<file path="config.mk">
export PLATFORM = sky130hd
export DESIGN_NAME = element_mean_radius_classifier
export DESIGN_NICKNAME = d
export VERILOG_FILES = /design/src/hw/rtl/emrc_pkg.sv /design/src/hw/rtl/emrc_mul.sv /design/src/hw/rtl/emrc_sqrt.sv /design/src/hw/rtl/element_mean_radius_classifier.sv
export SDC_FILE = /design/constraint.sdc
export NUM_CORES = 2
export LEC_CHECK = 0
export CORE_ASPECT_RATIO = 1.1
export CORE_MARGIN = 2
export CORE_UTILIZATION = 35
export DETAILED_ROUTE_END_ITERATION = 10
export DONT_BUFFER_PORTS = 1
export GPL_ROUTABILITY_DRIVEN = 0
export SLEW_MARGIN = 20
export SYNTH_ARGS = -nofsm -noshare
export SYNTH_HDL_FRONTEND = slang
export SYNTH_SLANG_ARGS = --single-unit
</file>
<file path="constraint.sdc">
create_clock -name i_clk -period 6.2 [get_ports i_clk]
set_input_delay 0.31 -clock i_clk [delete_from_list [all_inputs] [get_ports i_clk]]
set_output_delay 0.31 -clock i_clk [all_outputs]
set_load 0.02 [all_outputs]
</file>
<file path="src/hw/rtl/emrc_pkg.sv">
// Shared types, constants and state encoding for the element mean radius classifier.
package emrc_pkg;

    localparam int COORD_W   = 32;
    localparam int RADIUS_W  = 31;
    localparam int SUM_W     = 35;
    localparam int FRAC_BITS = 26;
    localparam int MCAND_W   = 33;
    localparam int MPLIER_W  = 32;
    localparam int PROD_W    = MCAND_W + MPLIER_W;
    localparam int SQ_W      = 64;
    localparam int ROOT_W    = 32;
    localparam int CORNERS   = 8;
    localparam int CNT_W     = $clog2(CORNERS);
    localparam int STEPS     = MPLIER_W / 2;
    localparam int STEP_W    = $clog2(STEPS);
    localparam int APB_DW    = 32;
    localparam int APB_AW    = 4;

    localparam logic [RADIUS_W-1:0] RADIUS_SAT       = {RADIUS_W{1'b1}};
    localparam logic [RADIUS_W-1:0] RST_DEPTH_SCALE  = RADIUS_W'(30198989);
    localparam logic [RADIUS_W-1:0] RST_RADIUS_FLOOR = RADIUS_W'(36909875);
    localparam logic [RADIUS_W-1:0] RST_IFACE_RADIUS = RADIUS_W'(60156788);

    typedef enum logic [1:0] {
        REG_MODE  = 2'd0,
        REG_SCALE = 2'd1,
        REG_FLOOR = 2'd2,
        REG_IFACE = 2'd3
    } t_reg_idx;

    typedef enum logic [2:0] {
        S_IDLE,
        S_MUL,
        S_ADD,
        S_ROOT,
        S_ACC
    } t_state;

    typedef struct packed {
        logic signed [COORD_W-1:0] coord_x;
        logic signed [COORD_W-1:0] coord_y;
        logic signed [COORD_W-1:0] coord_z;
    } t_vertex;

    typedef struct packed {
        logic [RADIUS_W-1:0] mean_radius;
        logic                in_upper_part;
    } t_result;

endpackage

</file>
<file path="src/hw/rtl/emrc_mul.sv">
// Radix-4 serial signed multiplier lane: two multiplier bits per cycle while i_step is high.
module emrc_mul
    import emrc_pkg::*;
(
    input  logic                       i_clk,
    input  logic                       i_load,
    input  logic                       i_step,
    input  logic signed [MCAND_W-1:0]  i_mcand,
    input  logic [MPLIER_W-1:0]        i_mplier,
    output logic signed [PROD_W-1:0]   o_prod
);

    localparam int HI_W = MCAND_W + 2;

    logic signed [MCAND_W-1:0]         r_mcand;
    logic [HI_W+MPLIER_W-1:0]          r_p;
    logic [HI_W+MPLIER_W-1:0]          n_p;
    logic signed [HI_W-1:0]            w_a;
    logic signed [HI_W-1:0]            w_part;
    logic signed [HI_W-1:0]            w_hi;

    always_comb begin
        w_a    = HI_W'(r_mcand);
        w_part = (r_p[0] ? w_a : '0) + (r_p[1] ? (w_a <<< 1) : '0);
        w_hi   = signed'(r_p[HI_W+MPLIER_W-1:MPLIER_W]) + w_part;
        n_p    = {{2{w_hi[HI_W-1]}}, w_hi, r_p[MPLIER_W-1:2]};
    end

    always_ff @(posedge i_clk) begin
        if (i_load) begin
            r_mcand <= i_mcand;
            r_p     <= {{HI_W{1'b0}}, i_mplier};
        end else if (i_step) begin
            r_p <= n_p;
        end
    end

    assign o_prod = signed'(r_p[PROD_W-1:0]);

endmodule

</file>
<file path="src/hw/rtl/emrc_sqrt.sv">
// Floor integer square root, two root bits per cycle while i_step is high.
module emrc_sqrt
    import emrc_pkg::*;
(
    input  logic              i_clk,
    input  logic              i_load,
    input  logic              i_step,
    input  logic [SQ_W-1:0]   i_radicand,
    output logic [ROOT_W-1:0] o_root
);

    localparam int REM_W = ROOT_W + 3;

    logic [SQ_W-1:0]   r_rad;
    logic [REM_W-2:0]  r_rem;
    logic [ROOT_W-1:0] r_root;
    logic [REM_W-1:0]  w_rem  [3];
    logic [ROOT_W-1:0] w_root [3];
    logic [REM_W-1:0]  w_sh;
    logic [REM_W-1:0]  w_trial;

    always_comb begin
        w_rem[0]  = {1'b0, r_rem};
        w_root[0] = r_root;
        w_sh      = '0;
        w_trial   = '0;
        for (int k = 0; k < 2; k++) begin
            w_sh    = {w_rem[k][REM_W-3:0], r_rad[SQ_W-1-2*k -: 2]};
            w_trial = {1'b0, w_root[k], 2'b01};
            if (w_sh >= w_trial) begin
                w_rem[k+1]  = w_sh - w_trial;
                w_root[k+1] = {w_root[k][ROOT_W-2:0], 1'b1};
            end else begin
                w_rem[k+1]  = w_sh;
                w_root[k+1] = {w_root[k][ROOT_W-2:0], 1'b0};
            end
        end
    end

    always_ff @(posedge i_clk) begin
        if (i_load) begin
            r_rad  <= i_radicand;
            r_rem  <= '0;
            r_root <= '0;
        end else if (i_step) begin
            r_rad  <= {r_rad[SQ_W-5:0], 4'b0000};
            r_rem  <= w_rem[2][REM_W-2:0];
            r_root <= w_root[2];
        end
    end

    assign o_root = r_root;

endmodule

</file>
<file path="src/hw/rtl/element_mean_radius_classifier.sv">
// Top level: vertex radius, eight-vertex mean and interface classification.
// One vertex beat is taken at a time. In spherical mode a vertex goes from accept to the next
// accept through radix-4 serial multiplication (three lanes square x, y and z side by side),
// summing of the squares, the two-bit-per-cycle square root, accumulation and an idle state.
// In linear mode the root is skipped. A finished mean waits in an output register; only the
// eighth vertex of the next element stalls if that register has not been taken.
module element_mean_radius_classifier
    import emrc_pkg::*;
(
    input  logic              i_clk,
    input  logic              i_rst_n,
    input  logic              i_vtx_valid,
    output logic              o_vtx_ready,
    input  t_vertex           i_vtx,
    output logic              o_res_valid,
    input  logic              i_res_ready,
    output t_result           o_res,
    input  logic              psel,
    input  logic              penable,
    input  logic              pwrite,
    input  logic [APB_AW-1:0] paddr,
    input  logic [APB_DW-1:0] pwdata,
    output logic [APB_DW-1:0] prdata,
    output logic              pready
);

    t_state                r_state;
    t_state                n_state;
    logic [STEP_W-1:0]     r_step;
    logic [CNT_W-1:0]      r_vcnt;
    logic [SUM_W-1:0]      r_sum;
    logic [RADIUS_W-1:0]   r_lin;
    logic                  r_res_valid;
    t_result               r_res;

    logic                  r_spherical;
    logic [RADIUS_W-1:0]   r_scale;
    logic [RADIUS_W-1:0]   r_floor;
    logic [RADIUS_W-1:0]   r_iface;

    logic                  w_load;
    logic                  w_mul_step;
    logic                  w_root_load;
    logic                  w_root_step;
    logic                  w_acc;
    logic                  w_last;
    logic                  w_out_free;
    logic                  w_cfg_wr;

    logic [COORD_W-1:0]        w_mx;
    logic [COORD_W-1:0]        w_my;
    logic [COORD_W-1:0]        w_mz;
    logic signed [MCAND_W-1:0] w_a0;
    logic [MPLIER_W-1:0]       w_b0;
    logic signed [PROD_W-1:0]  w_p0;
    logic signed [PROD_W-1:0]  w_p1;
    logic signed [PROD_W-1:0]  w_p2;
    logic [SQ_W-1:0]           w_sq;
    logic [ROOT_W-1:0]         w_root;
    logic signed [PROD_W-FRAC_BITS:0] w_lin;
    logic [RADIUS_W-1:0]       w_lin_sat;
    logic [RADIUS_W-1:0]       w_radius;
    logic [SUM_W-1:0]          w_sum;
    logic [RADIUS_W-1:0]       w_mean;

    // configuration port
    assign pready   = 1'b1;
    assign w_cfg_wr = psel & penable & pwrite & pready;

    always_ff @(posedge i_clk) begin
        if (!i_rst_n) begin
            r_spherical <= 1'b0;
            r_scale     <= RST_DEPTH_SCALE;
            r_floor     <= RST_RADIUS_FLOOR;
            r_iface     <= RST_IFACE_RADIUS;
        end else if (w_cfg_wr) begin
            unique case (t_reg_idx'(paddr[3:2]))
                REG_MODE:  r_spherical <= pwdata[0];
                REG_SCALE: r_scale     <= pwdata[RADIUS_W-1:0];
                REG_FLOOR: r_floor     <= pwdata[RADIUS_W-1:0];
                REG_IFACE: r_iface     <= pwdata[RADIUS_W-1:0];
                default:   ;
            endcase
        end
    end

    always_comb begin
        unique case (t_reg_idx'(paddr[3:2]))
            REG_MODE:  prdata = {{(APB_DW-1){1'b0}}, r_spherical};
            REG_SCALE: prdata = {1'b0, r_scale};
            REG_FLOOR: prdata = {1'b0, r_floor};
            REG_IFACE: prdata = {1'b0, r_iface};
            default:   prdata = '0;
        endcase
    end

    // datapath
    assign w_mx = i_vtx.coord_x[COORD_W-1] ? (~i_vtx.coord_x + 1'b1) : i_vtx.coord_x;
    assign w_my = i_vtx.coord_y[COORD_W-1] ? (~i_vtx.coord_y + 1'b1) : i_vtx.coord_y;
    assign w_mz = i_vtx.coord_z[COORD_W-1] ? (~i_vtx.coord_z + 1'b1) : i_vtx.coord_z;
    assign w_a0 = r_spherical ? signed'({1'b0, w_mz}) : MCAND_W'(i_vtx.coord_z);
    assign w_b0 = r_spherical ? w_mz : {1'b0, r_scale};

    emrc_mul u_mul_z (
        .i_clk    (i_clk),
        .i_load   (w_load),
        .i_step   (w_mul_step),
        .i_mcand  (w_a0),
        .i_mplier (w_b0),
        .o_prod   (w_p0)
    );

    emrc_mul u_mul_x (
        .i_clk    (i_clk),
        .i_load   (w_load),
        .i_step   (w_mul_step),
        .i_mcand  (signed'({1'b0, w_mx})),
        .i_mplier (w_mx),
        .o_prod   (w_p1)
    );

    emrc_mul u_mul_y (
        .i_clk    (i_clk),
        .i_load   (w_load),
        .i_step   (w_mul_step),
        .i_mcand  (signed'({1'b0, w_my})),
        .i_mplier (w_my),
        .o_prod   (w_p2)
    );

    assign w_sq = w_p0[SQ_W-1:0] + w_p1[SQ_W-1:0] + w_p2[SQ_W-1:0];

    emrc_sqrt u_sqrt (
        .i_clk      (i_clk),
        .i_load     (w_root_load),
        .i_step     (w_root_step),
        .i_radicand (w_sq),
        .o_root     (w_root)
    );

    // linear: floor shift, add floor radius, clamp
    always_comb begin
        w_lin = signed'({w_p0[PROD_W-1], w_p0[PROD_W-1:FRAC_BITS]})
              + signed'({{(PROD_W-FRAC_BITS-RADIUS_W+1){1'b0}}, r_floor});
        if (w_lin[PROD_W-FRAC_BITS]) begin
            w_lin_sat = '0;
        end else if (|w_lin[PROD_W-FRAC_BITS-1:RADIUS_W]) begin
            w_lin_sat = RADIUS_SAT;
        end else begin
            w_lin_sat = w_lin[RADIUS_W-1:0];
        end
    end

    assign w_radius   = r_spherical ? (w_root[ROOT_W-1] ? RADIUS_SAT : w_root[RADIUS_W-1:0])
                                    : r_lin;
    assign w_sum      = r_sum + SUM_W'(w_radius);
    assign w_mean     = w_sum[CNT_W+RADIUS_W-1:CNT_W];
    assign w_last     = (r_vcnt == CNT_W'(CORNERS - 1));
    assign w_out_free = !r_res_valid || i_res_ready;

    // sequencer
    always_comb begin
        n_state = r_state;
        unique case (r_state)
            S_IDLE: if (i_vtx_valid) n_state = S_MUL;
            S_MUL:  if (&r_step) n_state = S_ADD;
            S_ADD:  n_state = r_spherical ? S_ROOT : S_ACC;
            S_ROOT: if (&r_step) n_state = S_ACC;
            S_ACC:  if (!w_last || w_out_free) n_state = S_IDLE;
            default: n_state = S_IDLE;
        endcase
    end

    always_comb begin
        o_vtx_ready = 1'b0;
        w_mul_step  = 1'b0;
        w_root_load = 1'b0;
        w_root_step = 1'b0;
        w_acc       = 1'b0;
        unique case (r_state)
            S_IDLE: o_vtx_ready = 1'b1;
            S_MUL:  w_mul_step  = 1'b1;
            S_ADD:  w_root_load = 1'b1;
            S_ROOT: w_root_step = 1'b1;
            S_ACC:  w_acc       = !w_last || w_out_free;
            default: ;
        endcase
    end

    assign w_load = i_vtx_valid & o_vtx_ready;

    always_ff @(posedge i_clk) begin
        if (!i_rst_n) begin
            r_state     <= S_IDLE;
            r_step      <= '0;
            r_vcnt      <= '0;
            r_sum       <= '0;
            r_res_valid <= 1'b0;
        end else begin
            r_state <= n_state;
            r_step  <= (w_mul_step || w_root_step) ? r_step + 1'b1 : '0;
            if (w_acc) begin
                if (w_last) begin
                    r_vcnt      <= '0;
                    r_sum       <= '0;
                    r_res_valid <= 1'b1;
                end else begin
                    r_vcnt <= r_vcnt + 1'b1;
                    r_sum  <= w_sum;
                    if (i_res_ready) r_res_valid <= 1'b0;
                end
            end else if (i_res_ready) begin
                r_res_valid <= 1'b0;
            end
        end
    end

    always_ff @(posedge i_clk) begin
        if (w_root_load) r_lin <= w_lin_sat;
        if (w_acc && w_last) begin
            r_res.mean_radius   <= w_mean;
            r_res.in_upper_part <= (w_mean >= r_iface);
        end
    end

    assign o_res_valid = r_res_valid;
    assign o_res       = r_res;

endmodule
</file>
==> flow_metrics.env <==
export IMPL_routed_via_count=38472
export IMPL_synth_largest_area_cell="edfxtp_1"
export IMPL_grt_max_degree=140
export IMPL_drt_pass1_iter_count=8
export IMPL_core_area_um2=130300
export IMPL_synth_cell_type_count=87
export IMPL_min_path_type="in -> reg"
export IMPL_worst_slack_ns=0.3213
export IMPL_yosysMostFrequentCell="nand2_1"
export IMPL_max_slew_margin_pct=35.33
export IMPL_tns_ns=0
export IMPL_cts_buffers=72
export IMPL_dp_cells=6777
export IMPL_synth_ff_type="edfxtp_1"
export IMPL_clock_latency_ns=0.67
export IMPL_yosysSeqAreaShare_pct=34.18
export IMPL_setup_viol=0
export IMPL_path_max_fanout=15
export IMPL_track_usage_pct=21.94
export IMPL_hold_violations=0
export IMPL_async_flop_share_pct=0
export IMPL_final_antenna_net_count=0
export IMPL_finalNonFillerCells=7058
export IMPL_pre_cts_ws_ns=0.1787
export IMPL_endpoint_kind="flop"
export IMPL_place_hpwl_um=113800
export IMPL_clockBufferDepth=3
export IMPL_synth_cells=5235
export IMPL_cp_arrival_ns=6.48
export IMPL_fp_row_count=139
export IMPL_drt_iter0_markers=2903
export IMPL_min_period_ns=5.879
export IMPL_initial_core_util_pct=35.20
export IMPL_floorplan_die_area_um2=133900
export IMPL_nets=5943
export IMPL_synth_avg_cell_area_um2=8.759
export IMPL_wl_um=149900
export IMPL_drcViolationCount=0
export IMPL_synth_edff_count=320
export IMPL_worst_ep_required_time_ns=6.80
export IMPL_cts_clk_slew_worst_paths_ns=0.07
export IMPL_rsz0062_at_grt="false"
export IMPL_fmax_ghz=0.1701
export IMPL_synth_warning_count=0
export IMPL_synthToLayoutAreaGrowth_pct=12.96
export IMPL_fillers=12915
export IMPL_layout_drive_gt1_share_pct=5.797
export IMPL_cts_tree="done"
export IMPL_synth_fp_nets=5871
export IMPL_io_pins=206
export IMPL_vias_per_cell=5.451
export IMPL_synth_seq_cells=623
export IMPL_synth_common_cells="896 x nand2_1, 454 x inv_1, 354 x o21ai_0"
export IMPL_netlist_top_cells_area="edfxtp_1 21%, dfxtp_1 13%, ha_1 9.1%"
export IMPL_grt_ovfl_total=0
export IMPL_status="completed"
export IMPL_antenna_found_initial=5
export IMPL_fin_crit_sh_pct=94.82
export IMPL_dpl_cell_area_um2=47750
export IMPL_htreeDepth=3
export IMPL_worst_setup_path_start_kind="flop"
export IMPL_reg2reg_slack_ns=0.32
export IMPL_maxCapViolCount=0
export IMPL_io_buffers=0
export IMPL_routedWlPerCell_um=21.23
export IMPL_synth_top_area_share_pct=20.96
export IMPL_slew_viol_final=0
export IMPL_synthesis_area_um2=45860
export IMPL_die_w_um=349.1
export IMPL_die_height_um=383.6
export IMPL_path_class="reg -> reg"
export IMPL_design_area_um2=51800
export IMPL_grt_pass1_wl_um=225600
export IMPL_ctsRootBufferMaster="clkbuf_16"
export IMPL_clock_skew_ns=0.02098
export IMPL_cts_num_sinks=623
export IMPL_grt_pass1_vias=37178
export IMPL_worstMarginPinSlew_ns=0.9456
[per-stage QoR]
step	util [%]	hold slack [ns]
floorplan	-	0.4089
global placement	36.66	0.3898
detailed placement	36.66	0.3944
CTS	39.70	0.001316
global route	39.76	0.03217
finish	39.76	0.01475
[cells by family after synthesis]
group	after synthesis	share of synthesized area, %
mux	68	1.629
compound gates	1406	19.79
simple gates	1581	15.38
other cells	2	0.01638
flops	623	34.18
xor+xnor	371	7.086
buf+inv	687	5.670
fa+ha+maj	497	16.25
[cells in the final DEF (no fill, tap or decap), types with 16 or more instances in the layout]
cell,count
dfxtp_1,302
or3_1,31
mux2i_1,24
o31ai_1,45
xor2_1,141
dlygate4sd3_1,146
nor4_1,17
clkbuf_16,77
and3_1,26
o22ai_1,77
o21ai_0,348
a31oi_1,35
a21oi_1,290
nand2b_1,51
nor2b_1,63
buf_4,79
a21boi_0,60
nand2_1,894
o21bai_1,43
nor3_1,51
nor2_1,190
edfxtp_1,320
o22a_1,30
a211oi_1,45
a22o_1,34
o211ai_1,36
xnor2_1,230
a21o_1,154
a22oi_1,33
and2_1,24
mux2_2,43
or4_1,16
o21a_1,45
inv_1,452
nand3_1,124
ha_1,330
nand4_1,35
fa_1,164
[worst max-delay path: stages, from the launching register on]
cell and delay [ns]:
dfxtp_1 0.33, inv_1 0.07, ha_1 0.39, nand4_1 0.20
or4_4 0.58, or4b_2 0.62, o221ai_1 0.13, or2_1 0.18
buf_4 0.25, nor2_1 0.06, a21oi_1 0.17, ha_1 0.33
a21o_1 0.20, a21o_1 0.18, a21oi_1 0.26, nor2_1 0.08
a211o_1 0.25, o21ai_0 0.34, buf_4 0.20, o21ai_0 0.12
o41ai_1 0.40, xnor2_1 0.20, nand3_1 0.10, a21oi_1 0.17
[per-layer routing]
metal  vias up  GRT usage [%]  routed length [um]
li1      18462              -                   -
met1     18457          26.27               60470
met2      1171          37.72               72620
met3       380          2.905                7494
met4         2          12.64                9249
met5         -              0                  13
[layout make-up]
class	count	area (um2)	area share [%]
clock inverters	41	469.2	0.9058
flip-flops and latches	623	15680	30.27
well taps	1692	2117	4.087
clock buffers	91	2009	3.879
repair buffers	227	2102	4.058
diodes	1	2.502	0.004831
multi-input cells	3925	27690	53.46
inverters	458	1730	3.341
[state kept, by name, indices dropped and copies added (netlist names), 3 cells and up]
signal,count
u_mul_x.r_p,65
r_floor,31
r_lin,31
u_sqrt.r_rem,33
u_sqrt.o_root,32
u_mul_z.r_p,65
u_mul_y.r_p,65
r_scale,31
u_mul_y.r_mcand,32
r_sum,34
u_mul_x.r_mcand,32
r_state,3
o_res,32
u_sqrt.r_rad,64
u_mul_z.r_mcand,33
r_iface,31
r_vcnt,3
r_step,4
[final timing paths]
| path | depth (start not counted) | from | endpoint |
|---|---|---|---|
| worst max-delay path | 23 | u_sqrt.o_root[28]$_SDFFE_PN0N_ | u_sqrt.r_rem[22]$_SDFFE_PN0N_ |
| worst min-delay path | 2 | i_vtx[0] | u_mul_z.r_p[0]$_DFFE_PP_ |
| worst max register to register | 23 | u_sqrt.o_root[28]$_SDFFE_PN0N_ | u_sqrt.r_rem[22]$_SDFFE_PN0N_ |
| worst min register to register | 1 | r_step[0]$_SDFF_PN0_ | r_step[0]$_SDFF_PN0_ |
[repair_timing]
action | in CTS | in global routing
setup endpoints to repair | 0 | 34
setup buffers | 0 | 1
hold buffers | 147 | 0
hold endpoints to repair | 240 | 0
resized for setup | 0 | 24
Power is left out: the tool's default activity adds up to more than one toggle a clock period on the data nets, which glitch-free logic cannot reach.
